$ cat config.mk
export PLATFORM = sky130hd
export DESIGN_NAME = gif_literal_lzw_code_packer_flat
export DESIGN_NICKNAME = d
export VERILOG_FILES = /design/src/gifp_pkg.sv /design/src/gifp_if.sv /design/src/gif_literal_lzw_code_packer.sv /design/src/flat_wrapper.sv
export SDC_FILE = /design/constraint.sdc
export NUM_CORES = 1
export LEC_CHECK = 0
export BUFFER_PORTS_ARGS = -buffer_cell sky130_fd_sc_hd__buf_2
export CAP_MARGIN = 15
export CORE_MARGIN = 1.5
export CORE_UTILIZATION = 62
export DETAILED_ROUTE_END_ITERATION = 7
export PLACE_DENSITY = 0.85
export SYNTH_ARGS = -nofsm -noshare
export SYNTH_HDL_FRONTEND = slang
export SYNTH_SLANG_ARGS = --single-unit
$ cat constraint.sdc
create_clock -name i_clk -period 7 [get_ports i_clk]
set_input_delay 0.35 -clock i_clk [delete_from_list [all_inputs] [get_ports i_clk]]
set_output_delay 0.35 -clock i_clk [all_outputs]
set_load 0.005 [all_outputs]
$ cat src/gifp_pkg.sv
// Shared widths, constants and helpers for the GIF literal LZW code packer.
package gifp_pkg;

    localparam int PIX_W    = 8;
    localparam int SIZE_W   = 4;
    localparam int BYTE_W   = 8;
    localparam int CODE_W   = 9;
    localparam int CNT_W    = 9;
    localparam int OBUF_W   = 40;
    localparam int POS_W    = 6;
    localparam int REM_W    = 3;
    localparam int NUM_W    = 3;

    localparam logic [SIZE_W-1:0] MIN_SIZE   = 4'd2;
    localparam logic [SIZE_W-1:0] MAX_SIZE   = 4'd8;
    localparam logic [SIZE_W-1:0] RESET_SIZE = 4'd8;
    localparam logic [CNT_W-1:0]  RESET_CNT  = 9'd258;

    typedef logic [SIZE_W-1:0] t_size;
    typedef logic [CODE_W-1:0] t_code;

    // Clamp the raw register to the usable code size range.
    function automatic t_size eff_size(input t_size raw);
        t_size s;
        s = raw;
        if (raw < MIN_SIZE) begin
            s = MIN_SIZE;
        end else if (raw > MAX_SIZE) begin
            s = MAX_SIZE;
        end
        return s;
    endfunction

endpackage

$ cat src/gifp_if.sv
// Valid/ready channel interfaces: pixel input, code byte output, configuration.
interface gifp_pix_if;
    logic                             valid;
    logic                             ready;
    logic [gifp_pkg::PIX_W-1:0]       pixel_index;
    logic                             last_pixel;

    modport source (output valid, output pixel_index, output last_pixel, input ready);
    modport sink   (input valid, input pixel_index, input last_pixel, output ready);
endinterface

interface gifp_byte_if;
    logic                             valid;
    logic                             ready;
    logic [gifp_pkg::BYTE_W-1:0]      code_byte;
    logic                             last_byte;

    modport source (output valid, output code_byte, output last_byte, input ready);
    modport sink   (input valid, input code_byte, input last_byte, output ready);
endinterface

interface gifp_cfg_if;
    logic                             valid;
    logic                             ready;
    logic [gifp_pkg::SIZE_W-1:0]      code_size;

    modport source (output valid, output code_size, input ready);
    modport sink   (input valid, input code_size, output ready);
endinterface

$ cat src/gif_literal_lzw_code_packer.sv
// GIF literal LZW code packer: pixel indices in, LSB-first packed code bytes out.
// A pixel beat is packed in its acceptance cycle; its first byte, if any, is valid in the next cycle.
// Bytes leave one per cycle while o_byte.ready is high; a pixel produces 0 to 5 bytes, and
// the single byte output port limits the pixel rate.
// The next pixel is taken in the same cycle the previous pixel's last byte is taken.
// Synchronous active-low reset: empty output buffer, empty bit store, code size 8, no image open.
module gif_literal_lzw_code_packer (
    input  logic         i_clk,
    input  logic         i_rst_n,
    gifp_cfg_if.sink     i_cfg,
    gifp_pix_if.sink     i_pix,
    gifp_byte_if.source  o_byte
);

    logic [gifp_pkg::SIZE_W-1:0]    r_size;
    logic [6:0]                     r_acc;
    logic [gifp_pkg::REM_W-1:0]     r_held;
    logic [gifp_pkg::CNT_W-1:0]     r_cnt;
    logic                           r_started;
    logic [gifp_pkg::OBUF_W-1:0]    r_obuf;
    logic [gifp_pkg::NUM_W-1:0]     r_onum;
    logic                           r_olast;

    logic [6:0]                     n_acc;
    logic [gifp_pkg::REM_W-1:0]     n_held;
    logic [gifp_pkg::CNT_W-1:0]     n_cnt;

    gifp_pkg::t_size                s_eff;
    logic [gifp_pkg::SIZE_W-1:0]    code_w;
    gifp_pkg::t_code                clr_code;
    gifp_pkg::t_code                eoi_code;
    gifp_pkg::t_code                pix_code;
    gifp_pkg::t_code                code_a;
    gifp_pkg::t_code                code_b;
    logic [gifp_pkg::CNT_W:0]       thr_m1;
    logic                           two_codes;
    logic                           use_b;
    logic                           use_c;
    logic [gifp_pkg::POS_W-1:0]     pos0;
    logic [gifp_pkg::POS_W-1:0]     pos1;
    logic [gifp_pkg::POS_W-1:0]     pos2;
    logic [gifp_pkg::POS_W-1:0]     total;
    logic [gifp_pkg::OBUF_W-1:0]    word;
    logic [gifp_pkg::NUM_W-1:0]     nfull;
    logic [gifp_pkg::NUM_W-1:0]     nout;
    logic [gifp_pkg::OBUF_W-1:0]    rest;

    logic                           in_fire;
    logic                           out_fire;

    assign i_cfg.ready = 1'b1;

    assign o_byte.valid     = (r_onum != '0);
    assign o_byte.code_byte = r_obuf[gifp_pkg::BYTE_W-1:0];
    assign o_byte.last_byte = r_olast && (r_onum == 3'd1);

    assign out_fire    = o_byte.valid && o_byte.ready;
    assign i_pix.ready = (r_onum == '0) || ((r_onum == 3'd1) && o_byte.ready);
    assign in_fire     = i_pix.valid && i_pix.ready;

    always_comb begin
        s_eff      = gifp_pkg::eff_size(r_size);
        code_w     = s_eff + 4'd1;
        clr_code   = gifp_pkg::t_code'(1) << s_eff;
        eoi_code   = clr_code + 9'd1;
        pix_code   = {1'b0, i_pix.pixel_index} & (clr_code - 9'd1);
        thr_m1     = (10'(1) << code_w) - 10'd1;
        two_codes  = !r_started || ({1'b0, r_cnt} >= thr_m1);

        // Code order: [clear,] literal [, end]
        code_a = two_codes ? clr_code : pix_code;
        code_b = two_codes ? pix_code : eoi_code;
        use_b  = two_codes || i_pix.last_pixel;
        use_c  = two_codes && i_pix.last_pixel;

        pos0 = gifp_pkg::POS_W'(r_held);
        pos1 = pos0 + gifp_pkg::POS_W'(code_w);
        pos2 = pos1 + gifp_pkg::POS_W'(code_w);
        if (use_c) begin
            total = pos2 + gifp_pkg::POS_W'(code_w);
        end else if (use_b) begin
            total = pos2;
        end else begin
            total = pos1;
        end

        word = gifp_pkg::OBUF_W'(r_acc)
             | (gifp_pkg::OBUF_W'(code_a) << pos0);
        if (use_b) begin
            word = word | (gifp_pkg::OBUF_W'(code_b) << pos1);
        end
        if (use_c) begin
            word = word | (gifp_pkg::OBUF_W'(eoi_code) << pos2);
        end

        nfull = total[gifp_pkg::POS_W-1:3];
        rest  = word >> {nfull, 3'b000};

        if (i_pix.last_pixel) begin
            nout   = nfull + gifp_pkg::NUM_W'(total[2:0] != 3'd0);
            n_acc  = '0;
            n_held = '0;
            n_cnt  = eoi_code + 9'd1;
        end else begin
            nout   = nfull;
            n_acc  = rest[6:0];
            n_held = total[2:0];
            n_cnt  = two_codes ? (eoi_code + 9'd1) : (r_cnt + 9'd1);
        end
    end

    always_ff @(posedge i_clk) begin
        if (!i_rst_n) begin
            r_size    <= gifp_pkg::RESET_SIZE;
            r_acc     <= '0;
            r_held    <= '0;
            r_cnt     <= gifp_pkg::RESET_CNT;
            r_started <= 1'b0;
            r_onum    <= '0;
        end else begin
            if (i_cfg.valid) begin
                r_size <= i_cfg.code_size;
            end
            if (in_fire) begin
                r_acc     <= n_acc;
                r_held    <= n_held;
                r_cnt     <= n_cnt;
                r_started <= !i_pix.last_pixel;
                r_onum    <= nout;
            end else if (out_fire) begin
                r_onum <= r_onum - 3'd1;
            end
        end
    end

    // Byte buffer payload; a new beat overrides the final byte leaving this cycle.
    always_ff @(posedge i_clk) begin
        if (in_fire) begin
            r_obuf  <= word;
            r_olast <= i_pix.last_pixel;
        end else if (out_fire) begin
            r_obuf  <= r_obuf >> gifp_pkg::BYTE_W;
        end
    end

endmodule

$ cat src/flat_wrapper.sv
// flat-port wrapper written by rule: the top's interface ports become plain ports
module gif_literal_lzw_code_packer_flat 
  (i_clk, i_rst_n, i_cfg_valid, i_cfg_code_size, i_cfg_ready, i_pix_valid, i_pix_pixel_index, i_pix_last_pixel, i_pix_ready, o_byte_valid, o_byte_code_byte, o_byte_last_byte, o_byte_ready);
  gifp_cfg_if i_cfg_i ();
  gifp_pix_if i_pix_i ();
  gifp_byte_if o_byte_i ();
  input  logic i_clk;
  input  logic i_rst_n;
  input wire logic [$bits(i_cfg_i.valid)-1:0] i_cfg_valid;
  input wire logic [$bits(i_cfg_i.code_size)-1:0] i_cfg_code_size;
  output wire logic [$bits(i_cfg_i.ready)-1:0] i_cfg_ready;
  input wire logic [$bits(i_pix_i.valid)-1:0] i_pix_valid;
  input wire logic [$bits(i_pix_i.pixel_index)-1:0] i_pix_pixel_index;
  input wire logic [$bits(i_pix_i.last_pixel)-1:0] i_pix_last_pixel;
  output wire logic [$bits(i_pix_i.ready)-1:0] i_pix_ready;
  output wire logic [$bits(o_byte_i.valid)-1:0] o_byte_valid;
  output wire logic [$bits(o_byte_i.code_byte)-1:0] o_byte_code_byte;
  output wire logic [$bits(o_byte_i.last_byte)-1:0] o_byte_last_byte;
  input wire logic [$bits(o_byte_i.ready)-1:0] o_byte_ready;
  assign i_cfg_i.valid = i_cfg_valid;
  assign i_cfg_i.code_size = i_cfg_code_size;
  assign i_cfg_ready = i_cfg_i.ready;
  assign i_pix_i.valid = i_pix_valid;
  assign i_pix_i.pixel_index = i_pix_pixel_index;
  assign i_pix_i.last_pixel = i_pix_last_pixel;
  assign i_pix_ready = i_pix_i.ready;
  assign o_byte_valid = o_byte_i.valid;
  assign o_byte_code_byte = o_byte_i.code_byte;
  assign o_byte_last_byte = o_byte_i.last_byte;
  assign o_byte_i.ready = o_byte_ready;
  gif_literal_lzw_code_packer u_core (.i_clk(i_clk), .i_rst_n(i_rst_n), .i_cfg(i_cfg_i), .i_pix(i_pix_i), .o_byte(o_byte_i));
endmodule
# Word-level counts from Yosys, hierarchy flattened
# Cells that the tools add are included.
# totals
regBits,68
input_bits,18
out_inout_bits,12
wordCells,64
# op_classes
addsub,11
magnitude_cmp,3
eq_ne,1
shift,6
n_mux,17
n_bitwise,4
n_reduce_logical,14
# op_table
op,count
2-to-1 mux 40 bit,4
OR 40 bit,2
left shift 9 x 6 -> 40 bit,2
OR 7 x 40 -> 40 bit,1
left shift 9 x 3 -> 40 bit,1
right shift 40 x 6 -> 7 bit,1
2-to-1 mux 9 bit,4
"adder 9 x 1 -> 9 bit, second input constant",3
adder 6 x 4 -> 6 bit,2
2-to-1 mux 3 bit,4
2-to-1 mux 6 bit,2
greater-or-equal comparator 9 x 10 -> 1 bit,1
"left shift 1 x 4 -> 10 bit, first input constant",1
"subtractor 10 x 1 -> 10 bit, second input constant",1
AND 8 x 9 -> 9 bit,1
"left shift 1 x 4 -> 9 bit, first input constant",1
"subtractor 9 x 1 -> 9 bit, second input constant",1
2-to-1 mux 4 bit,2
2-to-1 mux 7 bit,1
nonzero test 3 bit,2
adder 3 x 4 -> 5 bit,1
logical AND 1 bit,5
"adder 4 x 1 -> 4 bit, second input constant",1
"> comparator 4 bit, second input constant",1
8 further kinds,11

# Depth between registers and ports, before layout
# Gate-level depths: netlist (run 1).
# depth
ltp_word,17
depth_mapped,31
ltp_nobuf,28

# Worst setup path after synthesis (run 1)
# OpenSTA, ideal clock, no wires.
# synth_path
path_kind,reg2reg
from,reg u_core.r_size[3] in the netlist's numbering
to,reg u_core.r_onum[1] in the netlist's numbering
setup_ns,0.124
arrival_ns,6.128
required_time_ns,6.876
path_slack_ns,0.748
path_stages_with_launch,29
n_path_buf,3
period_less_slack_ns,6.252
cell_sequence,dfxtp_1 -> buf_4 -> nand2b_4 -> or2_2 -> inv_1 -> ha_1 -> ha_1 -> ha_1 -> xor2_1 -> inv_1 -> ha_1 -> xnor2_1 -> inv_2 -> clkbuf_1 -> ha_1 -> a21oi_1 -> and2_1 -> nor2_1 -> a22oi_1 -> o311a_1 -> and3_1 -> buf_2 -> clkinv_1 -> ha_1 -> ha_1 -> a211oi_1 -> a21oi_1 -> nand2_1 -> a21boi_0
# synth_via
elab_chain_cells,15
word_cells_on_any_way,20
classes_between,6 x add/sub; 3 x order compare; 1 x shift; 6 x mux; 4 x reduce/logical
# synth_rtl
item,line,text
from (decl),gif_literal_lzw_code_packer.sv:15,logic [gifp_pkg::SIZE_W-1:0] r_size;
from (signal assigned),gif_literal_lzw_code_packer.sv:114,r_size <= gifp_pkg::RESET_SIZE;
from (signal assigned),gif_literal_lzw_code_packer.sv:122,r_size <= i_cfg.code_size;
> comparator 4 bit,gifp_pkg.sv:28,end else if (raw > MAX_SIZE) begin
2-to-1 mux 4 bit,gifp_pkg.sv:28,
2-to-1 mux 4 bit (*),gifp_pkg.sv:26,if (raw < MIN_SIZE) begin
adder 4 x 1 -> 4 bit (*),gif_literal_lzw_code_packer.sv:63,code_w = s_eff + 4'd1;
left shift 1 x 4 -> 10 bit,gif_literal_lzw_code_packer.sv:67,thr_m1 = (10'(1) << code_w) - 10'd1;
subtractor 10 x 1 -> 10 bit,gif_literal_lzw_code_packer.sv:67,
greater-or-equal comparator 9 x 10 -> 1 bit,gif_literal_lzw_code_packer.sv:68,"two_codes = !r_started || ({1'b0, r_cnt} >= thr_m1);"
logical OR 1 bit,gif_literal_lzw_code_packer.sv:68,
logical OR 1 bit,gif_literal_lzw_code_packer.sv:73,use_b = two_codes || i_pix.last_pixel;
2-to-1 mux 6 bit,gif_literal_lzw_code_packer.sv:81,end else if (use_b) begin
2-to-1 mux 6 bit (*),gif_literal_lzw_code_packer.sv:79,if (use_c) begin
nonzero test 3 bit,gif_literal_lzw_code_packer.sv:100,nout = nfull + gifp_pkg::NUM_W'(total[2:0] != 3'd0);
adder 3 x 1 -> 3 bit,gif_literal_lzw_code_packer.sv:100,
2-to-1 mux 3 bit (*),gif_literal_lzw_code_packer.sv:99,if (i_pix.last_pixel) begin
2-to-1 mux 3 bit (*),gif_literal_lzw_code_packer.sv:124,if (in_fire) begin
to (signal assigned),gif_literal_lzw_code_packer.sv:129,r_onum <= nout;
to (signal assigned),gif_literal_lzw_code_packer.sv:131,r_onum <= r_onum - 3'd1;
to (decl),gif_literal_lzw_code_packer.sv:21,logic [gifp_pkg::NUM_W-1:0] r_onum;
# Every way passes the cells marked *; elsewhere a longest branch is shown, timed or not.
# A chain may end at the register's enable or synchronous reset.

# Worst setup path after layout (run 1)
# layout_path
from,reg u_core.r_size[2] in the netlist's numbering
to,reg u_core.r_acc[2]
# layout_via
elab_chain_cells,17
word_cells_on_any_way,32
classes_between,7 x add/sub; 3 x order compare; 6 x shift; 9 x mux; 4 x bitwise; 3 x reduce/logical
# layout_rtl
item,line,text
> comparator 4 bit,gifp_pkg.sv:28,
2-to-1 mux 4 bit,gifp_pkg.sv:28,
2-to-1 mux 4 bit (*),gifp_pkg.sv:26,
adder 4 x 1 -> 4 bit,gif_literal_lzw_code_packer.sv:63,
left shift 1 x 4 -> 10 bit,gif_literal_lzw_code_packer.sv:67,
subtractor 10 x 1 -> 10 bit,gif_literal_lzw_code_packer.sv:67,
greater-or-equal comparator 9 x 10 -> 1 bit,gif_literal_lzw_code_packer.sv:68,
logical OR 1 bit,gif_literal_lzw_code_packer.sv:68,
2-to-1 mux 9 bit,gif_literal_lzw_code_packer.sv:71,code_a = two_codes ? clr_code : pix_code;
left shift 9 x 3 -> 40 bit,gif_literal_lzw_code_packer.sv:88,| (gifp_pkg::OBUF_W'(code_a) << pos0);
OR 7 x 40 -> 40 bit,gif_literal_lzw_code_packer.sv:88,
OR 40 bit,gif_literal_lzw_code_packer.sv:90,word = word | (gifp_pkg::OBUF_W'(code_b) << pos1);
2-to-1 mux 40 bit,gif_literal_lzw_code_packer.sv:89,if (use_b) begin
OR 40 bit,gif_literal_lzw_code_packer.sv:93,word = word | (gifp_pkg::OBUF_W'(eoi_code) << pos2);
2-to-1 mux 40 bit,gif_literal_lzw_code_packer.sv:92,if (use_c) begin
right shift 40 x 6 -> 7 bit (*),gif_literal_lzw_code_packer.sv:97,"rest = word >> {nfull, 3'b000};"
2-to-1 mux 7 bit (*),gif_literal_lzw_code_packer.sv:99,
to (signal assigned),gif_literal_lzw_code_packer.sv:125,r_acc <= n_acc;
to (decl),gif_literal_lzw_code_packer.sv:16,logic [6:0] r_acc;
# Marks and branches as above.

==> results of run 1 <==
cell usage in the layout, fill, tap and decap left out, types with 19 or more instances in the layout:
cell type / netlist / final
a21oi_1: 67 / 67
buf_2: 9 / 28
buf_4: 12 / 29
dfxtp_1: 27 / 26
edfxtp_1: 41 / 41
ha_1: 37 / 37
inv_1: 29 / 29
mux2i_1: 19 / 19
nand2_1: 137 / 136
nand3_1: 39 / 39
nor2_1: 79 / 78
nor3_1: 36 / 35
o21ai_0: 63 / 63
cell usage after synthesis (19+ instances only):
library cell	count	area [sq um]
mux2i_1	19	190
nor3_1	36	180
a21oi_1	67	335
dfxtp_1	27	541
nand3_1	39	195
nand2_1	137	514
nor2_1	79	297
ha_1	37	463
o21ai_0	63	315
edfxtp_1	41	1230
clkbuf_1	48	180
inv_1	29	109
cell type report:
cell class	instances	area [sq um]
inverters	36	135
clock buffers	10	229
flip-flops and latches	68	1770
repair buffers	57	358
multi-input cells	796	5320
well taps	147	184
clock inverters	6	63.8
fillers	1011	3850
layer usage:
layer,wire length [um],up-vias
li1,-,3646
met1,11000,3804
met2,11100,688
met3,4110,108
met4,1120,0
met5,0,-
state kept, by name (all words and copies together) (netlist names):
name	flops
u_core.r_onum	3
u_core.r_cnt	9
u_core.r_held	3
u_core.r_started	1
u_core.r_acc	7
u_core.r_olast	1
u_core.r_size	4
u_core.r_obuf	40
final timing paths:
check / endpoint / slack, ns
hold reg to reg: u_core.r_onum[1] / 0.46
setup / recovery: u_core.r_acc[2] / 0.50
hold / removal: u_core.r_size[3] / 0.22
setup reg to reg: u_core.r_acc[2] / 0.50
cells by family after synthesis:
| logic type | count (synthesis) | synth area share (%) |
|---|---|---|
| AOI/OAI and AO/OA | 312 | 28.7 |
| xor gates and xnor gates | 19 | 2.21 |
| adders and majority gates | 42 | 7.21 |
| buffers and inverters | 106 | 6.03 |
| DFF | 68 | 23.5 |
| muxes | 46 | 9.10 |
| other | 1 | 0.0498 |
| and+or+nand+nor | 376 | 23.1 |
power breakdown:
group	leakage, nW	total, mW	internal [mW]	switching (mW)
sequential	0.634	0.695	0.623	0.0719
clock	0.139	0.464	0.276	0.188
combinational	2.31	1.35	0.447	0.900
total	3.08	2.51	1.35	1.16
timing repair:
item | CTS | global route
setup endpoints to repair | 0 | 7
setup buffers | 0 | 0
gates resized for setup | 0 | 2
worst min-delay path: cells and delay by family:
family	cells	cell delay, ns
AOI/OAI and AO/OA	1	0.07
buffers and inverters	1	0.07
and+or+nand+nor	1	0.04
==> impl_results.md, run 1 <==
* Outcome: completed
* Ys async rst share at 0%
* Slew Viols, Final at 0
* Fmax at 154 MHz
* Leakage at 3.08 nW
* CTS tree: yes
* Fin util at 67.6%
* GRT overflow at 0
* Hold path depth at 3
* Synth Cell Area at 0.00753 sq mm
* Crit-path cells: nor2_1 -> or2_2 -> inv_1 -> ha_1 -> ha_1 -> nor2_1 -> nand2_1 -> ha_1 -> inv_1 -> a21oi_1 -> a31o_2 -> a21oi_1 -> ha_1 -> nand3_1 -> o31ai_2 -> nor2_2 -> buf_4 -> a31oi_1 -> o22ai_1 -> a211o_1 -> a221o_1 -> o221a_1 -> o311a_1
* Post-synth EDFFs at 41
* Cell Rows at 40
* Post-Synthesis Cells at 970
* Root Driver: clkbuf_16
* RSZ-0062 raised after global routing: false
* Largest net degree at the start of global routing at 84
* Post-DRT Antenna Nets at 0
* DRC Markers at 0
* Critical path class: flip-flop to flip-flop
* Fin Setup TNS at 0 ns
* Initial Util at 63.2%
* Detail Placement HPWL at 20300 um
* Die width at 113 um
* Critical-path top delay cell: dfxtp_1
* Initial antenna violation count at 0
* Worst-case reg-to-reg path depth at 23
* Worst reg2reg startpoint: u_core.r_size[2]
* Hold path startpoint: i_cfg_code_size[3]
* Register area share after synthesis at 23.5%
* Non-Filler Instances at 1120
* Num ports at 30
* Syn avg cell area at 7.76 sq um
* Placed cell area at 0.00776 sq mm
* Number of global-route vias before repair at 7471
* CP required at 7.23 ns
* Post-route design area at 0.00806 sq mm
* Clock Path Buffers at 2
* Worst skew pair latency at 0.36 ns
* CP Buf/Inv Count at 3
* DP Cell Count at 1104
* Ant diodes at 0
* Final period util at 92.9%
* Fin worst setup slack at 0.499 ns
* Max cap viols at 0
* Routed vias/inst at 7.36
* Yosys cell types at 87
* CTS H-tree lvls at 3
* Die height at 113 um
* Pre-antenna DRT Iters at 7
* Final GP Congestion at 1.06
* CP most frequent cell: ha_1
* Synth warnings at 0
* Top Family by Delay on Critical Path: compound AO/OA/AOI/OAI gates
* Type of the tightest min-delay check: input pin to flip-flop
* CTS Hold Bufs at 0
* Met1 usage at 62.3%
* First-pass GRT wire length at 43200 um
* Worst hold slack at 0.217 ns
* Crit-path max cell delay at 0.60 ns
* CP Capture Type: flip-flop
* Initial DRC count at 1136
* Slew @ Worst Pin at 1.04 ns
* Port Buffers at 28
* Place WS at 0.615 ns
* Share of cells above drive strength 1 at 13.3%
* Nets at 1026
* Clock Sinks at 68
* Critical path origin: u_core.r_size[2]
* Slew HR at 28.7%
* Routed wire length per instance at 24.4 um
* Met3 GRT Util at 13.0%
* Post-route minimum period at 6.50 ns
* Die Area at 0.0128 sq mm
* Crit-path max FO at 14
* FF+latch count, synth at 68
* Gr busiest metal: met1
* Core ar. at 0.0119 sq mm
* # setup viols final at 0
* Clock Skew at 0.0106 ns
* Syn Nets at 1028
* Inserted Clock Buffers at 9
* Crit path DAT at 6.73 ns
* Final hold vios at 0
* Area Overhead vs Synth at 6.99%
* Final Total Pwr at 2.51 mW
* Path length in cells of the critical path at 23
* Maximum vdd drop at 0.000208 V
* Critical path startpoint category: flip-flop
* M2 GR Usage at 61.2%
* GRT Util Overall at 43.8%
* Main synth FF type: edfxtp_1
* Worst-path clk slew at 0.06 ns
* Total number of vias at 8246
* Post-Route WL at 27300 um
* PD cells at 311 mW/mm^2
(Power assumes the default switching activity.)
==> run 2: changes to the inputs <==
MAX_ROUTING_LAYER = met4   (was not set)
==> impl_results.md, run 2 (synthesis gave the netlist of run 1 again) <==
* Worst reg2reg startpoint: u_core.r_size[3]
* Detail Placement HPWL at 20400 um (about the same)
* Post-Route WL at 27200 um (-0.45%)
* Met1 usage at 60.1% (-2.2 points)
* Die Area at 0.0128 sq mm (unchanged)
* Final GP Congestion at 1.09 (+3.3%)
* Clock Sinks at 68 (unchanged)
* Core ar. at 0.0119 sq mm (unchanged)
* Initial Util at 63.2% (unchanged)
* Fin Setup TNS at 0 ns (unchanged)
* Share of cells above drive strength 1 at 13.1% (-0.19 points)
* Crit-path cells: nand2b_4 -> or2_2 -> inv_1 -> ha_1 -> ha_1 -> nor2_1 -> nand2_1 -> ha_1 -> inv_1 -> a21oi_1 -> a31o_2 -> a21oi_1 -> ha_1 -> nand3_1 -> o31a_1 -> nand2_1 -> buf_4 -> mux4_2 -> mux2i_1 -> mux2i_1 -> a221oi_1 -> mux2i_1 -> a211o_1
* Final period util at 94.3% (+1.4 points)
* Placed cell area at 0.00775 sq mm (about the same)
* Crit-path max cell delay at 0.71 ns (+0.11 ns)
* Outcome: completed
* Final hold vios at 0 (unchanged)
* FF-to-FF End: u_core.r_acc[6]
* Resized cells post-CTS at 0 (unchanged)
* Leakage at 3.08 nW (-0.13%)
* Critical path class: flip-flop to flip-flop
* Top flop regs: u_core.r_obuf: 40 flops, u_core.r_cnt: 9 flops, u_core.r_acc: 7 flops
* Ant diodes at 0 (unchanged)
* Pre-antenna DRT Iters at 8 (+1)
* Die height at 113 um (unchanged)
* Slew @ Worst Pin at 1.09 ns (+0.0460 ns)
* Num ports at 30 (unchanged)
* Number of global-route vias before repair at 7311 (-2.1%)
* PD cells at 310 mW/mm^2 (-0.23%)
* Critical-path top delay cell: dfxtp_1
* Die width at 113 um (unchanged)
* Storage element area at 0.00177 sq mm (about the same)
* Post-DRT Antenna Nets at 0 (unchanged)
* Post-route minimum period at 6.60 ns (+0.0968 ns)
* DRC Markers at 0 (unchanged)
* CP required at 7.24 ns (about the same)
* Initial DRC count at 1345 (+18%)
* Routed vias/inst at 7.34 (-0.29%)
* Crit-path max FO at 20 (+6)
* Crit path DAT at 6.83 ns (+0.10 ns)
* Gr busiest metal: met2
* CP most frequent cell: ha_1
* Max cap viols at 0 (unchanged)
* Initial antenna violation count at 0 (unchanged)
* Fin util at 67.6% (about the same)
* Cell Rows at 40 (unchanged)
* Area of the multi-input gates at 0.00531 sq mm (about the same)
* Largest net degree at the start of global routing at 84 (unchanged)
* GRT overflow at 0 (unchanged)
* Area Overhead vs Synth at 6.94% (about the same)
* Worst-path clk slew at 0.07 ns (about the same)
* # setup viols final at 0 (unchanged)
* Fmax at 152 MHz (-1.5%)
* Path length in cells of the critical path at 23 (unchanged)
* Slew Viols, Final at 0 (unchanged)
* CTS H-tree lvls at 3 (unchanged)
* CP Capture Type: flip-flop
* Port Buffers at 28 (unchanged)
* Routed wire length per instance at 24.3 um (-0.36%)
* Top Family by Delay on Critical Path: compound AO/OA/AOI/OAI gates
* Post-route design area at 0.00805 sq mm (about the same)
* Met3 GRT Util at 12.3% (-0.70 points)
* Worst skew pair latency at 0.36 ns (about the same)
* CP Buf/Inv Count at 3 (unchanged)
* Worst setup path end: u_core.r_acc[6]
* Total number of vias at 8215 (-0.38%)
* Fillcell total at 1032 (+2.1%)
* CTS tree: yes
* Root Driver: clkbuf_16
* First-pass GRT wire length at 41800 um (-3.1%)
* Setup bufs post-CTS at 0 (unchanged)
* GRT Util Overall at 44.1% (+0.33 points)
* Slew HR at 26.6% (-2.2 points)
* Maximum vdd drop at 0.000154 V (-26%)
* Clock Path Buffers at 2 (unchanged)
* Most frequent cells in the layout: nand2_1, nor2_1, a21oi_1, o21ai_0, edfxtp_1
* Type of the tightest min-delay check: input pin to flip-flop
* Inserted Clock Buffers at 9 (unchanged)
* Largest register FFs at 40 (unchanged)
* Most common cell after layout, fill and taps aside: nand2_1
* Nets at 1025 (-0.097%)
* Critical path origin: u_core.r_size[3]
* RSZ-0062 raised after global routing: false
* Clock Skew at 0.0127 ns (+0.00213 ns)
* Critical path startpoint category: flip-flop
* Worst-case reg-to-reg path depth at 23 (unchanged)
* Largest register by flop count: u_core.r_obuf
* FF-to-FF setup slack at 0.40 ns (-0.10 ns)
* CTS Hold Bufs at 0 (unchanged)
* M2 GR Usage at 62.8% (+1.7 points)
-- run 2: area by class of cell --
class	count	share of cell area, %
multi-input combinational	796	66.0
sequential	68	22.0
timing repair buffer	56	4.35
clock buffer	9	2.80
tap	147	2.28
inverter	36	1.68
clock inverter	7	0.932
-- run 2: worst reg2reg max path, stage by stage (launching register included) --
cell	delay, ns
dfxtp_1	0.71
nand2b_4	0.29
or2_2	0.21
inv_1	0.16
ha_1	0.26
ha_1	0.44
nor2_1	0.23
nand2_1	0.08
ha_1	0.22
inv_1	0.15
a21oi_1	0.07
a31o_2	0.22
a21oi_1	0.17
ha_1	0.25
nand3_1	0.15
o31a_1	0.40
nand2_1	0.13
buf_4	0.22
mux4_2	0.37
mux2i_1	0.40
mux2i_1	0.20
a221oi_1	0.68
mux2i_1	0.15
a211o_1	0.33
-- run 2: how the worst min path moves through the flow --
stage                             from                to  cells past startpoint
floorplan             u_core.r_onum[1]  u_core.r_onum[1]                      2
global placement      u_core.r_onum[1]  u_core.r_onum[1]                      2
detailed placement    u_core.r_onum[1]  u_core.r_onum[1]                      2
CTS                 i_cfg_code_size[3]  u_core.r_size[3]                      3
global route        i_cfg_code_size[3]  u_core.r_size[3]                      3
finish              i_cfg_code_size[3]  u_core.r_size[3]                      3
-- run 2: where the power goes --
group	internal (mW)	switching, mW
logic	0.444	0.891
clock network	0.277	0.200
registers	0.623	0.0647
-- run 2: metal layers --
metal | up-vias | share of wire (%)
met5 | - | 0
met3 | 125 | 14
met2 | 658 | 42
met4 | 0 | 4.1
met1 | 3789 | 40
li1 | 3643 | -
-- run 2: per-stage QoR --
stage                     std cells  hold slack, ns  total power [mW]  worst slack [ns]
after floorplan                 970           0.441              1.60             0.748
after global placement         1103           0.461              1.96             0.721
after detailed placement       1103           0.458              1.97             0.726
after CTS                      1119           0.211              2.45             0.675
after global routing           1119           0.237              2.62            0.0961
final                          1119           0.204              2.50             0.402
